## src/buzzer_pattern_sequencer_assert.svh

```systemverilog
// assertion macros shared by the sequencer modules
`ifndef BUZZER_PATTERN_SEQUENCER_ASSERT_SVH
`define BUZZER_PATTERN_SEQUENCER_ASSERT_SVH

// expression holds at every clock edge out of reset
`define BPS_ASSERT_ALWAYS(lbl, expr, msg) \
    lbl: assert property (@(posedge aclk) disable iff (!aresetn) (expr)) \
        else $error(msg);

// antecedent implies consequent in the same cycle
`define BPS_ASSERT_IMPLY(lbl, ante, cons, msg) \
    lbl: assert property (@(posedge aclk) disable iff (!aresetn) (ante) |-> (cons)) \
        else $error(msg);

`endif

```

## src/bps_pkg.sv

```systemverilog
`timescale 1ns / 1ps
// ----------------------------------------------------------------------------
// bps_pkg
// types, constants and helpers for the buzzer pattern sequencer
// ----------------------------------------------------------------------------
package bps_pkg;

    localparam int QUEUE_DEPTH = 8;
    localparam int PTR_W       = (QUEUE_DEPTH > 1) ? $clog2(QUEUE_DEPTH) : 1;
    localparam int CNT_W       = $clog2(QUEUE_DEPTH + 1);
    localparam int DUR_W       = 16;
    localparam int QCOUNT_W    = 4;

    localparam logic [DUR_W-1:0] MIN_TICKS = DUR_W'(2);

    localparam logic MODE_TICK    = 1'b0;
    localparam logic MODE_ENQUEUE = 1'b1;

    typedef struct packed {
        logic             mode;
        logic             tone_on;
        logic [DUR_W-1:0] duration;
    } item_in_t;

    typedef struct packed {
        logic                accepted;
        logic                buzzer_level;
        logic                busy_res;
        logic [QCOUNT_W-1:0] queue_count;
    } item_out_t;

    typedef struct packed {
        logic             level;
        logic [DUR_W-1:0] duration;
    } step_t;

    typedef struct packed {
        logic             push;
        logic             pop;
        step_t            wdata;
    } q_ctl_t;

    typedef struct packed {
        logic             full;
        logic             empty;
        logic [CNT_W-1:0] count;
        step_t            head;
    } q_stat_t;

    function automatic logic [DUR_W-1:0] clamp_duration(input logic [DUR_W-1:0] dur);
        return (dur < MIN_TICKS) ? MIN_TICKS : dur;
    endfunction

    function automatic logic [PTR_W-1:0] ptr_inc(input logic [PTR_W-1:0] ptr);
        return (ptr == PTR_W'(QUEUE_DEPTH - 1)) ? '0 : ptr + PTR_W'(1);
    endfunction

endpackage

```

## src/bps_queue.sv

```systemverilog
`timescale 1ns / 1ps
// ----------------------------------------------------------------------------
// bps_queue
// ring fifo of pending buzzer steps with read/write pointers and fill count
// ----------------------------------------------------------------------------
`include "buzzer_pattern_sequencer_assert.svh"

module bps_queue (
    input  logic            aclk,
    input  logic            aresetn,
    input  bps_pkg::q_ctl_t  ctl,
    output bps_pkg::q_stat_t stat
);

    bps_pkg::step_t                  store_reg [bps_pkg::QUEUE_DEPTH];
    logic [bps_pkg::PTR_W-1:0]       rd_ptr_reg;
    logic [bps_pkg::PTR_W-1:0]       rd_ptr_next;
    logic [bps_pkg::PTR_W-1:0]       wr_ptr_reg;
    logic [bps_pkg::PTR_W-1:0]       wr_ptr_next;
    logic [bps_pkg::CNT_W-1:0]       count_reg;
    logic [bps_pkg::CNT_W-1:0]       count_next;

    always_comb begin
        rd_ptr_next = ctl.pop  ? bps_pkg::ptr_inc(rd_ptr_reg) : rd_ptr_reg;
        wr_ptr_next = ctl.push ? bps_pkg::ptr_inc(wr_ptr_reg) : wr_ptr_reg;
        count_next  = count_reg + bps_pkg::CNT_W'(ctl.push) - bps_pkg::CNT_W'(ctl.pop);
    end

    always_ff @(posedge aclk) begin
        if (!aresetn) begin
            rd_ptr_reg <= '0;
            wr_ptr_reg <= '0;
            count_reg  <= '0;
        end else begin
            rd_ptr_reg <= rd_ptr_next;
            wr_ptr_reg <= wr_ptr_next;
            count_reg  <= count_next;
        end
    end

    always_ff @(posedge aclk) begin
        if (ctl.push) begin
            store_reg[wr_ptr_reg] <= ctl.wdata;
        end
    end

    always_comb begin
        stat.full  = (count_reg == bps_pkg::CNT_W'(bps_pkg::QUEUE_DEPTH));
        stat.empty = (count_reg == '0);
        stat.count = count_reg;
        stat.head  = store_reg[rd_ptr_reg];
    end

    `BPS_ASSERT_ALWAYS(a_count_range, count_reg <= bps_pkg::CNT_W'(bps_pkg::QUEUE_DEPTH), "fifo count beyond depth")
    `BPS_ASSERT_IMPLY(a_no_push_full, ctl.push, !stat.full, "push into full fifo")
    `BPS_ASSERT_IMPLY(a_no_pop_empty, ctl.pop, !stat.empty || ctl.push, "pop from empty fifo")
    `BPS_ASSERT_IMPLY(a_ptr_match, rd_ptr_reg == wr_ptr_reg, stat.empty || stat.full, "pointers disagree with count")

endmodule

```

## src/bps_player.sv

```systemverilog
`timescale 1ns / 1ps
// ----------------------------------------------------------------------------
// bps_player
// step countdown and buzzer level; decides fifo push/pop for each beat
// ----------------------------------------------------------------------------
`include "buzzer_pattern_sequencer_assert.svh"

module bps_player (
    input  logic                aclk,
    input  logic                aresetn,
    input  logic                item_valid,
    input  bps_pkg::item_in_t   item,
    input  bps_pkg::q_stat_t    stat,
    output bps_pkg::q_ctl_t     ctl,
    output bps_pkg::item_out_t  result
);

    logic                       playing_reg;
    logic                       playing_next;
    logic [bps_pkg::DUR_W-1:0]  ticks_reg;
    logic [bps_pkg::DUR_W-1:0]  ticks_next;
    logic                       level_reg;
    logic                       level_next;
    logic [bps_pkg::DUR_W-1:0]  ticks_dec;
    logic [bps_pkg::CNT_W-1:0]  count_next;
    logic                       accepted;

    always_comb begin
        ctl.push       = 1'b0;
        ctl.pop        = 1'b0;
        ctl.wdata      = {item.tone_on, item.duration};
        playing_next   = playing_reg;
        ticks_next     = ticks_reg;
        level_next     = level_reg;
        accepted       = 1'b0;
        ticks_dec      = (ticks_reg != '0) ? ticks_reg - bps_pkg::DUR_W'(1) : ticks_reg;

        if (item_valid) begin
            if (item.mode == bps_pkg::MODE_ENQUEUE) begin
                if (!stat.full) begin
                    ctl.push = 1'b1;
                    accepted = 1'b1;
                    // idle player starts the new step straight from the beat
                    if (!playing_reg) begin
                        ctl.pop      = 1'b1;
                        playing_next = 1'b1;
                        level_next   = item.tone_on;
                        ticks_next   = bps_pkg::clamp_duration(item.duration);
                    end
                end
            end else if (playing_reg) begin
                ticks_next = ticks_dec;
                if (ticks_dec == '0) begin
                    if (!stat.empty) begin
                        ctl.pop      = 1'b1;
                        level_next   = stat.head.level;
                        ticks_next   = bps_pkg::clamp_duration(stat.head.duration);
                    end else begin
                        playing_next = 1'b0;
                    end
                end
            end
        end

        count_next          = stat.count + bps_pkg::CNT_W'(ctl.push)
                              - bps_pkg::CNT_W'(ctl.pop);
        result.accepted     = accepted;
        result.buzzer_level = level_next;
        result.busy_res     = playing_next;
        result.queue_count  = bps_pkg::QCOUNT_W'(count_next);
    end

    always_ff @(posedge aclk) begin
        if (!aresetn) begin
            playing_reg <= 1'b0;
            ticks_reg   <= '0;
            level_reg   <= 1'b0;
        end else begin
            playing_reg <= playing_next;
            ticks_reg   <= ticks_next;
            level_reg   <= level_next;
        end
    end

    `BPS_ASSERT_IMPLY(a_playing_ticks, playing_reg, ticks_reg != '0, "playing step with no ticks left")
    `BPS_ASSERT_IMPLY(a_idle_empty, !playing_reg, stat.empty, "steps waiting while idle")

endmodule

```

## src/buzzer_pattern_sequencer.sv

```systemverilog
`timescale 1ns / 1ps
// ----------------------------------------------------------------------------
// buzzer_pattern_sequencer
// plays queued buzzer on/off steps, each held for a number of tick beats
// ----------------------------------------------------------------------------
// usage
//   s_ channel: one beat is either a tick (mode 0) or an enqueue of a step
//   (mode 1) carrying the buzzer level and a duration in ticks; durations
//   below 2 are played as 2. enqueues into a full queue are refused.
//   m_ channel: exactly one result beat per input beat, in order, giving
//   whether the enqueue was stored, the buzzer level, the busy flag and
//   the number of steps still waiting.
//   path: an accepted input beat is held in the input register, then its
//   result is written into the result register.
//   throughput: one beat per cycle while m_ready is high; the fifo read, countdown and reload
//   all settle in the single stage between the two registers.
//   reset: queue empty, player idle, buzzer off; no clearing pass, the step
//   store is only read after it is written.
//   stall: when m_ready is low the result register holds, the input
//   register still takes one more beat, then s_ready drops until the
//   result is taken.
// ----------------------------------------------------------------------------
module buzzer_pattern_sequencer (
    input  logic                aclk,
    input  logic                aresetn,
    input  logic                s_valid,
    output logic                s_ready,
    input  bps_pkg::item_in_t   s_item,
    output logic                m_valid,
    input  logic                m_ready,
    output bps_pkg::item_out_t  m_item
);

    logic                in_valid_reg;
    logic                in_valid_next;
    bps_pkg::item_in_t   in_item_reg;
    logic                out_valid_reg;
    logic                out_valid_next;
    bps_pkg::item_out_t  out_item_reg;
    logic                advance;
    bps_pkg::q_ctl_t     q_ctl;
    bps_pkg::q_stat_t    q_stat;
    bps_pkg::item_out_t  result;

    assign advance = in_valid_reg && (!out_valid_reg || m_ready);
    assign s_ready = !in_valid_reg || advance;
    assign m_valid = out_valid_reg;
    assign m_item  = out_item_reg;

    always_comb begin
        in_valid_next  = in_valid_reg;
        out_valid_next = out_valid_reg;
        if (s_valid && s_ready) begin
            in_valid_next = 1'b1;
        end else if (advance) begin
            in_valid_next = 1'b0;
        end
        if (advance) begin
            out_valid_next = 1'b1;
        end else if (m_ready) begin
            out_valid_next = 1'b0;
        end
    end

    always_ff @(posedge aclk) begin
        if (!aresetn) begin
            in_valid_reg  <= 1'b0;
            out_valid_reg <= 1'b0;
        end else begin
            in_valid_reg  <= in_valid_next;
            out_valid_reg <= out_valid_next;
        end
    end

    always_ff @(posedge aclk) begin
        if (s_valid && s_ready) begin
            in_item_reg <= s_item;
        end
        if (advance) begin
            out_item_reg <= result;
        end
    end

    bps_queue u_queue (
        .aclk    (aclk),
        .aresetn (aresetn),
        .ctl     (q_ctl),
        .stat    (q_stat)
    );

    bps_player u_player (
        .aclk       (aclk),
        .aresetn    (aresetn),
        .item_valid (advance),
        .item       (in_item_reg),
        .stat       (q_stat),
        .ctl        (q_ctl),
        .result     (result)
    );

endmodule
```

## config.mk

```make
export PLATFORM = sky130hd
export DESIGN_NAME = buzzer_pattern_sequencer
export DESIGN_NICKNAME = d
export VERILOG_FILES = /design/src/bps_pkg.sv /design/src/bps_queue.sv /design/src/bps_player.sv /design/src/buzzer_pattern_sequencer.sv
export VERILOG_INCLUDE_DIRS = /design/src /design/src/src
export SDC_FILE = /design/constraint.sdc
export NUM_CORES = 1
export LEC_CHECK = 0
export BUFFER_PORTS_ARGS = -buffer_cell sky130_fd_sc_hd__buf_4
export CAP_MARGIN = 20
export CORE_ASPECT_RATIO = 0.9
export CORE_MARGIN = 2
export CORE_UTILIZATION = 60
export CTS_CLUSTER_DIAMETER = 100
export DETAILED_ROUTE_END_ITERATION = 7
export PLACE_DENSITY_LB_ADDON = 0.05
export SETUP_SLACK_MARGIN = 0.05
export SYNTH_ARGS = -nofsm -noshare
export SYNTH_HDL_FRONTEND = slang
export SYNTH_SLANG_ARGS = --single-unit
```

## constraint.sdc

```tcl
create_clock -name aclk -period 4.6 [get_ports aclk]
set_clock_uncertainty 0.1 [all_clocks]
set_input_delay 0.92 -clock aclk [delete_from_list [all_inputs] [get_ports aclk]]
set_output_delay 0.92 -clock aclk [all_outputs]
set_load 0.1 [all_outputs]
```

---- After elaboration in Yosys (flattened, before gate mapping) ----
Memories as Yosys holds them, arrays and structs flattened. A register that Yosys moved wholly into a read port is not among the register bits.
Cells that the tools add are included.
storage, ports and cells
  flip-flop bits (word level) ............. 55
  bits in writable memories ............... 136
  output and inout bits ................... 9
  memories ................................ 1
memory list
  name               depth  width  rd ports  clocked after Yosys merged registers in  write ports  line             source
  u_queue.store_reg  8      17     1         1                                        1            bps_queue.sv:15  bps_pkg::step_t store_reg [bps_pkg::QUEUE_DEPTH];
operators by class
  add/sub/neg operators ................... 5
  $lt $le $gt $ge ......................... 2
  eq/ne operators ......................... 5
  multiplexer cells ....................... 40
  reductions and logical operators ........ 13
operator list
  operator                 count
  $mux W16                 9
  $lt A16 B2 Y1 const B    2
  $mux W1                  25
  $logic_not A16 Y1        1
  $reduce_bool A16 Y1      1
  $sub A16 B1 Y16 const B  1
  $mux W3                  4
  $add A3 B1 Y3 const B    2
  $eq A3 B3 Y1 const B     2
  $reduce_bool A2 Y1       3
  $add A4 B1 Y4            1
  $eq A4 B4 Y1 const B     1
  $logic_not A4 Y1         1
  $mux W2                  2
  $ne A2 B2 Y1 const B     2
  $reduce_and A4 Y1        1
  $sub A4 B1 Y4            1
  $logic_and A1 B1 Y1      2
  $logic_not A1 Y1         2
  $logic_or A1 B1 Y1       2

---- Logic depth before layout (Yosys ltp) ----
Gate-level depths: netlist (run 1).
  depth in word-level cells ............... 9
  depth in mapped cells ................... 16
  gate-level depth less buffers ........... 14

---- Modules after synthesis ----
From an unflattened synthesis (run 1), not the netlist that was laid out.
second synthesis, totals
  cell total of the unflattened synthesis .. 570
  area total of the unflattened synthesis .. 8742.1 um^2
by module, submodules not included
  module                    times used  cells each  area an instance (um^2)  sequential area each (um^2)
  bps_queue                 1           267         5870.6                   4344.2
  bps_player                1           269         2016.9                   360.3
  buzzer_pattern_sequencer  1           34          854.6                    790.8

---- Least setup slack after synthesis (run 1) ----
No wires, ideal clock.
  kind .................................... input port to flip-flop
  start ................................... in m_ready
  end ..................................... mem u_queue.store_reg[0][0] (netlist name), enable pin
  library setup time ...................... 435 ps
  arrival ................................. 3308 ps
  required time ........................... 4065 ps
  slack ................................... 757 ps
  cell stages on the path ................. 5
  path buffers ............................ 0
  path through ............................ nand2b_1 > nand2_1 > inv_1 > nand2_1 > nor4_1
on the way
  word-level cells in the longest chain between the ends .. 5
RTL lines
  what                           line                            source
  start, declared                buzzer_pattern_sequencer.sv:30  input logic m_ready,
  $logic_or A1 B1 Y1             buzzer_pattern_sequencer.sv:45  assign advance = in_valid_reg && (!out_valid_reg || m_ready);
  $logic_and A1 B1 Y1            buzzer_pattern_sequencer.sv:45
  via advance                    buzzer_pattern_sequencer.sv:40  logic advance;
  $mux W2                        bps_player.sv:38                if (item_valid) begin
  $mux W1                        bps_queue.sv:42                 if (ctl.push) begin
  $mux W1 (not written as such)  bps_queue.sv:43                 store_reg[wr_ptr_reg] <= ctl.wdata;
  end, declared                  bps_queue.sv:15
The timed path passes the listed nets, and every way through them passes these cells.

==> results of run 1 <==
## stage by stage
stage | total power [mW] | instance area [um^2] | util [%] | hold slack (ps) | setup WS, ps
after floorplan | 2.261 | 8303 | - | 363.9 | 757.0
after global placement | 2.352 | 8737 | 65.14 | 375.7 | 1011
after detailed placement | 2.358 | 8737 | 65.14 | 390.4 | 902.1
after CTS | 3.831 | 9343 | 69.65 | 405.2 | 887.0
after global routing | 3.932 | 9370 | 69.86 | 431.7 | 522.7
final | 3.820 | 9370 | 69.86 | 397.8 | 862.9
## placed cells by master (no fill, tap or decap), types with 8 or more instances in the layout
| cell type | count |
|---|---|
| and2_1 | 9 |
| buf_4 | 44 |
| dfxtp_1 | 32 |
| mux2i_1 | 14 |
| o211ai_1 | 17 |
| mux4_2 | 34 |
| inv_1 | 9 |
| nor2_1 | 26 |
| nand3b_1 | 14 |
| edfxtp_1 | 161 |
| ha_1 | 10 |
| clkbuf_16 | 17 |
| nand4_1 | 9 |
| a31oi_1 | 12 |
| a21oi_1 | 16 |
| nor4_1 | 13 |
| nand3_1 | 8 |
| nand2_1 | 34 |
| mux2_2 | 14 |
## routing by layer
metal,vias up,part of all wire [%],global-route usage [%]
li1,2220,-,-
met1,2453,42,35.79
met2,191,49,42.10
met3,25,7.1,5.494
met4,0,2.0,9.817
met5,-,0,0
## worst max-delay path by stage
| stage | startpoint | endpoint |
|---|---|---|
| floorplan | m_ready | u_queue.store_reg[0][0]$_DFFE_PP_ |
| global placement | u_player.ticks_reg[0]$_SDFFE_PN0P_ | u_queue.count_reg[1]$_SDFF_PN0_ |
| detailed placement | u_player.ticks_reg[0]$_SDFFE_PN0P_ | u_queue.count_reg[1]$_SDFF_PN0_ |
| CTS | u_player.ticks_reg[0]$_SDFFE_PN0P_ | u_queue.count_reg[1]$_SDFF_PN0_ |
| global route | u_player.ticks_reg[0]$_SDFFE_PN0P_ | u_queue.count_reg[1]$_SDFF_PN0_ |
| finish | u_player.ticks_reg[0]$_SDFFE_PN0P_ | u_queue.count_reg[1]$_SDFF_PN0_ |
## logic make-up after synthesis
logic type / count (synthesis)
AO/OA/AOI/OAI: 72
XOR/XNOR: 6
AND/OR/NAND/NOR: 160
buffers and inverters: 39
multiplexers: 62
flip-flops: 194
adder cells (fa/ha/maj): 11
## cell type report
cell class	instances	share of cell area, %
Timing Repair Buffer	45	3.819
Sequential cell	194	58.66
Multi-Input combinational cell	311	28.46
Inverter	9	0.3605
Tap cell	168	2.243
Clock buffer	18	4.580
Clock inverter	14	1.883
## report_power, final
part | internal [mW] | switching, mW
Sequential | 1.94 | 0.0604
Clock | 0.821 | 0.676
Combinational | 0.135 | 0.192
## worst max-delay path: cells and delay by family (launching register included)
family / cells / cell delay [ps]
AOI/OAI and AO/OA: 3 / 520
adders and majority gates: 3 / 1040
buffers and inverters: 2 / 380
DFF: 1 / 370
and+or+nand+nor: 5 / 1220
==> flow_metrics.env, run 1 <==
export IMPL_yosys_area_share_simple_pct=10.86
export IMPL_synth_area_leaders="edfxtp_1, mux4_2, dfxtp_1"
export IMPL_firstDrtPassIters=5
export IMPL_period_share_pct=81.24
export IMPL_detail_route_antenna_nets=0
export IMPL_synth_mux_area_share_pct=12.81
export IMPL_synth_top_family_by_area="multiplexers"
export IMPL_die_w_um=128
export IMPL_drive_gt1_share_pct=23.01
export IMPL_antennaDiodeCount=0
export IMPL_ys_ff_latch=194
export IMPL_path_clk_slew_ps=70
export IMPL_maxCapViolCount=0
export IMPL_root_buffer="clkbuf_16"
export IMPL_worst_r2r_startpoint="u_player.ticks_reg[0]$_SDFFE_PN0P_"
export IMPL_async_reset_ff_share_pct=0
export IMPL_seqCellArea_um2=5497
export IMPL_largest_reg_flops=136
export IMPL_dieHeight_um=115.6
export IMPL_rrSetupSlack_ps=860
export IMPL_min_to="u_queue.rd_ptr_reg[1]$_SDFFE_PN0P_"
export IMPL_wire_per_inst_um=23.84
export IMPL_postCtsHoldBufs=0
export IMPL_routed_wl_um=18100
export IMPL_grt_overflow_total=0
export IMPL_area_growth_synth_to_final_pct=12.85
export IMPL_whs_path_depth=2
export IMPL_gp_congestion=0.9672
export IMPL_path_common_cell="ha_1"
export IMPL_tns_ps=0
export IMPL_grt_pass1_wl_um=27590
export IMPL_clkSinkCount=194
export IMPL_synthAdderAreaFrac_pct=1.748
export IMPL_ys_types=52
export IMPL_instances_no_fill=759
export IMPL_finalHoldViolCount=0
export IMPL_track_usage_pct=26.11
export IMPL_synth_edf_count=161
export IMPL_leakagePower_nw=3.134
export IMPL_critPathArrivalTime_ps=3970
export IMPL_cts_tree="done"
export IMPL_yosysSeqAreaShare_pct=66.18
export IMPL_rsz0062_at_grt="false"
export IMPL_grt_max_degree=34
export IMPL_slew_headroom_pct=30.89
export IMPL_critPathMaxStageDelay_ps=440
export IMPL_crit_path_end_kind="flip-flop"
export IMPL_htreeDepth=4
export IMPL_nFillCells=910
export IMPL_cp_data_required_time_ps=4840
export IMPL_die_area_um2=14800
export IMPL_status="completed"
export IMPL_clockBufferDepth=2
export IMPL_coreArea_um2=13410
export IMPL_layout_min_cycle_time_ps=3737
export IMPL_p_per_area_nw_per_um2=407.7
export IMPL_cts_resized_gates=0
export IMPL_clock_latency_ps=440
export IMPL_initial_core_util_pct=61.90
export IMPL_finalMaxSlewViolations=0
export IMPL_cp_start_kind="flip-flop"
export IMPL_hpwl_um=11670
export IMPL_synth_top_area_share_pct=58.23
export IMPL_drtIter0Drc=440
export IMPL_synth_area_leader_cell="edfxtp_1"
export IMPL_path_cells="inv_1 > ha_1 > nor4b_1 > and4_1 > o21a_1 > o211ai_1 > nor4_4 > buf_4 > nand2b_1 > a21oi_1 > ha_1 > fa_1 > and2_1"
export IMPL_multi_input_area_um2=2666
export IMPL_rows=40
export IMPL_r2r_cells=13
export IMPL_port_buffers=30
export IMPL_dr_total_vias=4889
export IMPL_synth_compound_area_share_pct=5.711
export IMPL_syn_nets=577
export IMPL_grt_pass1_vias=4821
export IMPL_synth_ff_type="edfxtp_1"
export IMPL_worstSetupPathType="flip-flop to flip-flop"
export IMPL_irDropWorstVdd_uv=293.0
export IMPL_io_pins=31
export IMPL_nets=611
export IMPL_fmax_mhz=267.6
export IMPL_path_max_fanout=17
export IMPL_numCtsBuffers=17
export IMPL_viasPerCell=6.441
export IMPL_dp_cells=726
export IMPL_syn_cell_area_um2=8303
export IMPL_min_path_type="flip-flop to flip-flop"
export IMPL_ys_warn_count=0
export IMPL_tightest_slew_ps=1035
export IMPL_min_from="u_queue.rd_ptr_reg[1]$_SDFFE_PN0P_"
export IMPL_netlist_instances=544
export IMPL_synth_xor_area_share_pct=0.6329
export IMPL_post_cts_buffers=0
export IMPL_setup_viol=0
export IMPL_reg2reg_to="u_queue.count_reg[1]$_SDFF_PN0_"
export IMPL_syn_avg_cell_area_um2=15.26
export IMPL_synthMostInstantiatedCell="edfxtp_1"
export IMPL_worst_path_max_delay_cell="fa_1"
export IMPL_antenna_found_initial=0
export IMPL_yosys_top_cells_count="edfxtp_1, mux4_2, nand2_1, dfxtp_1, nor2_1"
export IMPL_post_route_drc_count=0
Note: power is estimated with default switching activity, not from simulation.
==> inputs of run 2 (changes only) <==
ABC_AREA = 1   (was unset)
CORE_UTILIZATION = 56   (was 60)
clock period = 3.1 ns   (was 4.6 ns; I/O delays follow)
==> run 2 against run 1 <==
Compared with the run above:
- utilization down 2.4 points
- global-route usage up 0.72 points
- critical path depth up 3
- sequential power up 51%
- critical path type unchanged
- largest cell class unchanged
- highest routed layer unchanged
==> flow_metrics.env, run 2 <==
export IMPL_grt_use_met1_pct=38.51
export IMPL_finalPower_mw=6.643
export IMPL_synth_area_leaders="edfxtp_1, dfxtp_1, nand2_1"
export IMPL_power_switching_share_pct=31.06
export IMPL_worst_path_max_delay_cell="fa_1"
export IMPL_die_area_um2=16280
export IMPL_path_max_fanout=8
export IMPL_clockBufferDepth=2
export IMPL_irDropWorstVdd_uv=499.8
export IMPL_utilization_pct=67.48
export IMPL_synthAdderAreaFrac_pct=1.697
export IMPL_synth_mux_area_share_pct=0
export IMPL_synth_edf_count=161
export IMPL_grt_busiest_layer="met2"
export IMPL_synth_ff_type="edfxtp_1"
export IMPL_syn_nets=856
export IMPL_critPathMaxStageDelay_ps=430
export IMPL_status="completed"
export IMPL_routed_wl_um=21030
export IMPL_root_buffer="clkbuf_16"
export IMPL_grt_pass1_vias=5998
export IMPL_tns_ps=0
export IMPL_path_clk_slew_ps=70
export IMPL_p_clk_share_pct=32.3
export IMPL_antenna_found_initial=0
export IMPL_finalMaxSlewViolations=0
export IMPL_synth_area_leader_cell="edfxtp_1"
export IMPL_rrSetupSlack_ps=140
export IMPL_p_int_mw=4.580
export IMPL_worstSetupPathType="flip-flop to flip-flop"
export IMPL_final_cell_mix="edfxtp_1, nand2_1, nor2_1"
export IMPL_synth_compound_area_share_pct=12.05
export IMPL_p_per_area_nw_per_um2=664.3
export IMPL_clock_latency_ps=430
export IMPL_cp_data_required_time_ps=3170
export IMPL_area_growth_synth_to_final_pct=16.91
export IMPL_viasPerCell=5.771
export IMPL_layout_min_cycle_time_ps=2963
export IMPL_port_buffers=30
export IMPL_cts_tree="done"
export IMPL_final_common_cell="edfxtp_1"
export IMPL_die_w_um=134.3
export IMPL_track_usage_pct=26.82
export IMPL_nFillCells=1155
export IMPL_largest_reg_flops=136
export IMPL_seqCellArea_um2=5515
export IMPL_rsz0062_at_grt="true"
export IMPL_firstDrtPassIters=5
export IMPL_netlist_instances=823
export IMPL_async_reset_ff_share_pct=0
export IMPL_synth_xor_area_share_pct=0.4096
export IMPL_worst_r2r_startpoint="u_player.ticks_reg[1]$_SDFFE_PN0P_"
export IMPL_synthMostInstantiatedCell="edfxtp_1"
export IMPL_yosys_area_share_simple_pct=17.66
export IMPL_setup_slack_ps=136.9
export IMPL_maxCapViolCount=0
export IMPL_drive_gt1_share_pct=20.52
export IMPL_p_sw_mw=2.063
export IMPL_ys_warn_count=0
export IMPL_syn_cell_area_um2=8553
export IMPL_yosysSeqAreaShare_pct=64.25
export IMPL_hpwl_um=13030
export IMPL_coreArea_um2=14820
export IMPL_fmax_mhz=337.5
export IMPL_htreeDepth=4
export IMPL_detail_route_antenna_nets=0
export IMPL_met2_usage_pct=42.60
export IMPL_wire_per_inst_um=19.30
export IMPL_synth_top_area_share_pct=56.52
export IMPL_post_route_drc_count=0
export IMPL_path_cells="inv_4 > ha_4 > nand2_8 > nor2_8 > nand3_4 > nand2_2 > nand2_2 > nor2_4 > nand2_4 > nor2_4 > nand3_2 > nand2_2 > nand3_4 > o21ai_2 > ha_2 > fa_1"
export IMPL_clkSinkCount=194
export IMPL_r2r_cells=16
export IMPL_postCtsHoldBufs=0
export IMPL_period_share_pct=95.59
export IMPL_use_met3_pct=5.138
export IMPL_ys_types=43
export IMPL_io_pins=31
export IMPL_grt_overflow_total=0
export IMPL_p_seq_share_pct=45.4
export IMPL_crit_path_end_kind="flip-flop"
export IMPL_rows=42
export IMPL_cp_start_kind="flip-flop"
export IMPL_slew_headroom_pct=64.85
export IMPL_drtIter0Drc=607
export IMPL_tightest_slew_ps=526.7
export IMPL_combPwrFrac_pct=22.3
export IMPL_dr_total_vias=6290
export IMPL_leakagePower_nw=3.832
export IMPL_multi_input_area_um2=2918
export IMPL_numCtsBuffers=17
export IMPL_min_path_type="input port to flip-flop"
export IMPL_yosys_top_cells_count="edfxtp_1, nand2_1, nor2_1, o21ai_0, a21oi_1"
export IMPL_initial_core_util_pct=57.72
export IMPL_place_ws_ps=-102.0
export IMPL_gp_congestion=0.9048
export IMPL_nets=912
export IMPL_dieHeight_um=121.2
export IMPL_setup_viol=0
export IMPL_antennaDiodeCount=0
export IMPL_path_common_cell="nand2_2"
export IMPL_crit_start="u_player.ticks_reg[1]$_SDFFE_PN0P_"
export IMPL_synth_top_family_by_area="simple AND/OR/NAND/NOR gates"
export IMPL_endpoint="m_item[1]$_DFFE_PP_"
export IMPL_reg2reg_to="m_item[1]$_DFFE_PP_"
export IMPL_finalHoldViolCount=0
export IMPL_ys_ff_latch=194
export IMPL_grt_pass1_wl_um=32790
export IMPL_syn_avg_cell_area_um2=10.39
export IMPL_critPathArrivalTime_ps=3030
export IMPL_grt_max_degree=59
-- run 2: cell types whose count changed after synthesis, moves of 12 or more --
| cell | change |
|---|---|
| mux2_2 | -14 |
| mux2i_1 | -14 |
| inv_1 | +36 |
| a21oi_1 | +37 |
| nand2_1 | +125 |
| nor2_1 | +96 |
| nand3_1 | +12 |
| o22ai_1 | +23 |
| mux4_2 | -34 |
| o21ai_0 | +80 |
| o211ai_1 | -13 |
-- run 2: layout make-up --
class	count	area share (%)
timing repair buffer	71	5.581
clock inverter	14	1.502
tap	198	2.477
multi-input combinational	548	29.18
sequential	194	55.16
clock buffer	18	4.292
inverter	47	1.814
-- run 2: what timing repair did --
action                     in CTS  in global routing
setup endpoints to repair       6                  6
cloned                          1                  0
pin swaps                       1                 28
buffers inserted                1                  7
gates resized for setup         7                 59
-- run 2: how the worst min path moves through the flow --
stage	endpoint	start	cells past startpoint	slack (ps)
floorplan	u_player.ticks_reg[1]$_SDFFE_PN0P_	u_player.ticks_reg[1]$_SDFFE_PN0P_	2	360
global placement	u_player.ticks_reg[1]$_SDFFE_PN0P_	u_player.ticks_reg[1]$_SDFFE_PN0P_	2	380
detailed placement	u_player.ticks_reg[1]$_SDFFE_PN0P_	u_player.ticks_reg[1]$_SDFFE_PN0P_	2	370
CTS	in_item_reg[5]$_DFFE_PP_	s_item[5]	1	250
global route	in_item_reg[11]$_DFFE_PP_	s_item[11]	1	240
finish	in_item_reg[6]$_DFFE_PP_	s_item[6]	1	260
-- run 2: kinds of logic (layout without fill, tap and decap cells) --
logic type	after synthesis	in the layout
simple gates	344	345
fa+ha+maj	11	11
compound gates	188	188
xor+xnor	4	4
buf+inv	82	150
flops	194	194
-- run 2: metrics by stage --
step                      cell area, um^2  hold slack [ps]  std cells
final                               10000            261.1       1090
after global routing                10000            237.7       1090
after CTS                            9747            249.1       1083
after detailed placement             9128            372.1       1049
after global placement               9128            376.2       1049
after floorplan                      8553            358.8        823
-- run 2: critical path, delay by kind of cell, from the launching register on --
| kind | cells | cell delay (ps) |
|---|---|---|
| fa+ha+maj | 3 | 800 |
| compound gates | 1 | 90 |
| flops | 1 | 370 |
| buf+inv | 1 | 60 |
| simple gates | 11 | 1270 |
-- run 2: routing by layer --
layer	vias to the layer above	share of wire [%]
met5	-	0
met4	0	1.1
met3	19	5.0
met2	187	48
met1	3116	46
li1	2968	-
-- run 2: power groups by stage --
| stage | Combinational (mW) | Sequential, mW | Clock, mW |
|---|---|---|---|
| 2_1_floorplan | 0.862 | 3.11 | 0 |
| 3_3_place_gp | 1.26 | 3.05 | 0 |
| 3_5_place_dp | 1.28 | 3.06 | 0 |
| 4_1_cts | 1.32 | 3.00 | 2.17 |
| 5_1_grt | 1.62 | 3.02 | 2.26 |
| 6_report | 1.48 | 3.02 | 2.15 |
==> inputs of run 3 (changes only) <==
PLACE_DENSITY = 0.76   (was unset)
PLACE_DENSITY_LB_ADDON = unset   (was 0.05)
SKIP_CTS_REPAIR_TIMING = 1   (was unset)
clock period = 2.7 ns   (was 3.1 ns; I/O delays follow)
==> run 3 against run 2 <==
Compared with the run above:
- global-route usage rose by 0.17 points
- the run now ends with setup timing left
- setup slack got worse by 390 ps
- critical path depth did not move
- clock-buffer cell count rose by 1
- first-iteration DRC count rose by 25%
- register-to-register slack got worse by 390 ps
- utilization rose by 1.9 points
- critical endpoint unchanged
- clock power rose by 17%
==> flow_metrics.env, run 3 (same netlist as run 2, synthesis figures left out) <==
export IMPL_status="finished with violations"
export IMPL_violations="setup timing"
export IMPL_leakagePower_nw=4.014
export IMPL_grt_use_met1_pct=33.62
export IMPL_tightest_slew_ps=519.3
export IMPL_utilization_pct=69.34
export IMPL_layout_min_cycle_time_ps=2957
export IMPL_cp_data_required_time_ps=2780
export IMPL_crit_path_end_kind="flip-flop"
export IMPL_path_clk_slew_ps=70
export IMPL_port_buffers=30
export IMPL_p_per_area_nw_per_um2=763.8
export IMPL_rrSetupSlack_ps=-260
export IMPL_finalInstanceArea_um2=10280
export IMPL_cp_start_kind="flip-flop"
export IMPL_clockBufferDepth=2
export IMPL_routed_wl_um=21210
export IMPL_path_max_fanout=8
export IMPL_grt_overflow_total=0
export IMPL_rows=42
export IMPL_critPathArrivalTime_ps=3030
export IMPL_viasPerCell=5.895
export IMPL_area_growth_synth_to_final_pct=20.14
export IMPL_track_usage_pct=26.99
export IMPL_finalHoldViolCount=0
export IMPL_fmax_mhz=338.2
export IMPL_worst_r2r_startpoint="u_player.ticks_reg[0]$_SDFFE_PN0P_"
export IMPL_die_area_um2=16280
export IMPL_initial_core_util_pct=57.72
export IMPL_endpoint="m_item[1]$_DFFE_PP_"
export IMPL_cts_tree="done"
export IMPL_final_cell_mix="edfxtp_1, nand2_1, nor2_1"
export IMPL_use_met3_pct=5.388
export IMPL_min_path_type="input port to flip-flop"
export IMPL_nets=947
export IMPL_hpwl_um=13250
export IMPL_setup_viol=6
export IMPL_antennaDiodeCount=0
export IMPL_maxCapViolCount=0
export IMPL_post_route_drc_count=0
export IMPL_slew_headroom_pct=65.34
export IMPL_detail_route_antenna_nets=0
export IMPL_dieHeight_um=121.2
export IMPL_io_pins=31
export IMPL_rsz0062_at_grt="true"
export IMPL_gp_congestion=0.9750
export IMPL_crit_start="u_player.ticks_reg[0]$_SDFFE_PN0P_"
export IMPL_setup_slack_ps=-256.8
export IMPL_drive_gt1_share_pct=23.41
export IMPL_reg2reg_to="m_item[1]$_DFFE_PP_"
export IMPL_grt_max_degree=41
export IMPL_hold_ws_ps=177.7
export IMPL_finalMaxSlewViolations=0
export IMPL_largest_reg_flops=136
export IMPL_r2r_cells=16
export IMPL_final_common_cell="edfxtp_1"
export IMPL_grt_pass1_wl_um=33080
export IMPL_wire_per_inst_um=18.85
export IMPL_dr_total_vias=6632
export IMPL_root_buffer="clkbuf_16"
export IMPL_grt_pass1_vias=6580
export IMPL_die_w_um=134.3
export IMPL_drtIter0Drc=760
export IMPL_antenna_found_initial=0
export IMPL_clock_latency_ps=430
export IMPL_clkSinkCount=194
export IMPL_firstDrtPassIters=5
export IMPL_coreArea_um2=14820
export IMPL_grt_busiest_layer="met2"
export IMPL_numCtsBuffers=17
export IMPL_htreeDepth=4
export IMPL_worstSetupPathType="flip-flop to flip-flop"
export IMPL_placed_cell_area_um2=9447
export IMPL_met2_usage_pct=46.05
export IMPL_period_share_pct=109.5
export IMPL_irDropWorstVdd_uv=574.4
## run 3: cell count changes in the layout (fill, tap and decap cells not counted), sizes merged
| cell | change |
|---|---|
| buf | +35 |
| bufinv | +2 |
| clkbuf | +1 |
| inv | -3 |
## run 3: layout make-up
class	instances	area, um^2
Sequential cell	194	5509
Fill cell	1072	4543
Multi-Input combinational cell	548	2903
Timing Repair Buffer	106	849.6
Clock buffer	19	432.9
Tap cell	198	247.7
Inverter	47	176.4
Clock inverter	13	157.7
## run 3: worst min-delay path by stage
stage                     slack, ps                                from                            endpoint  cells past startpoint
after floorplan                 360  u_player.ticks_reg[1]$_SDFFE_PN0P_  u_player.ticks_reg[1]$_SDFFE_PN0P_                      2
after global placement          380  u_player.ticks_reg[1]$_SDFFE_PN0P_  u_player.ticks_reg[1]$_SDFFE_PN0P_                      2
after detailed placement        380  u_player.ticks_reg[1]$_SDFFE_PN0P_  u_player.ticks_reg[1]$_SDFFE_PN0P_                      2
after CTS                       170                           s_item[5]            in_item_reg[5]$_DFFE_PP_                      1
after global routing            170                           s_item[5]            in_item_reg[5]$_DFFE_PP_                      1
final                           180                           s_item[5]            in_item_reg[5]$_DFFE_PP_                      1
## run 3: report_power, final
part | internal [mW] | total, mW | leakage (nW) | switching (mW)
sequential | 3.35 | 3.45 | 1.74 | 0.0960
combinational | 0.739 | 1.89 | 1.99 | 1.15
clock | 1.46 | 2.51 | 0.283 | 1.06
## run 3: per-layer routing
| metal | wire length, um | vias up |
|---|---|---|
| met5 | 0 | - |
| met4 | 613 | 0 |
| met3 | 1584 | 59 |
| met2 | 10770 | 309 |
| met1 | 8238 | 3209 |
| li1 | - | 3055 |
## run 3: worst max-delay path: stages (launching register included)
cell and delay, ps:
dfxtp_2 330, inv_2 90, ha_4 170, nand2_8 80, nor2_8 160, nand3_4 200, nand2_2 170, nand2_2 70
nor2_4 100, nand2_4 70, nor2_4 120, nand3_2 90, nand2_2 110, nand3_4 90, o21ai_2 90, ha_2 210
fa_2 440
## run 3: through the flow
step | std cells | worst slack [ps] | total power, mW | TNS, ps
after CTS | 1113 | -261.9 | 7.671 | -1311
after floorplan | 823 | -108.1 | 4.586 | -320.7
after detailed placement | 1081 | -243.5 | 5.177 | -1206
final | 1125 | -256.8 | 7.849 | -1236
after global routing | 1125 | -352.3 | 8.153 | -1964
after global placement | 1081 | -150.6 | 5.125 | -654.3
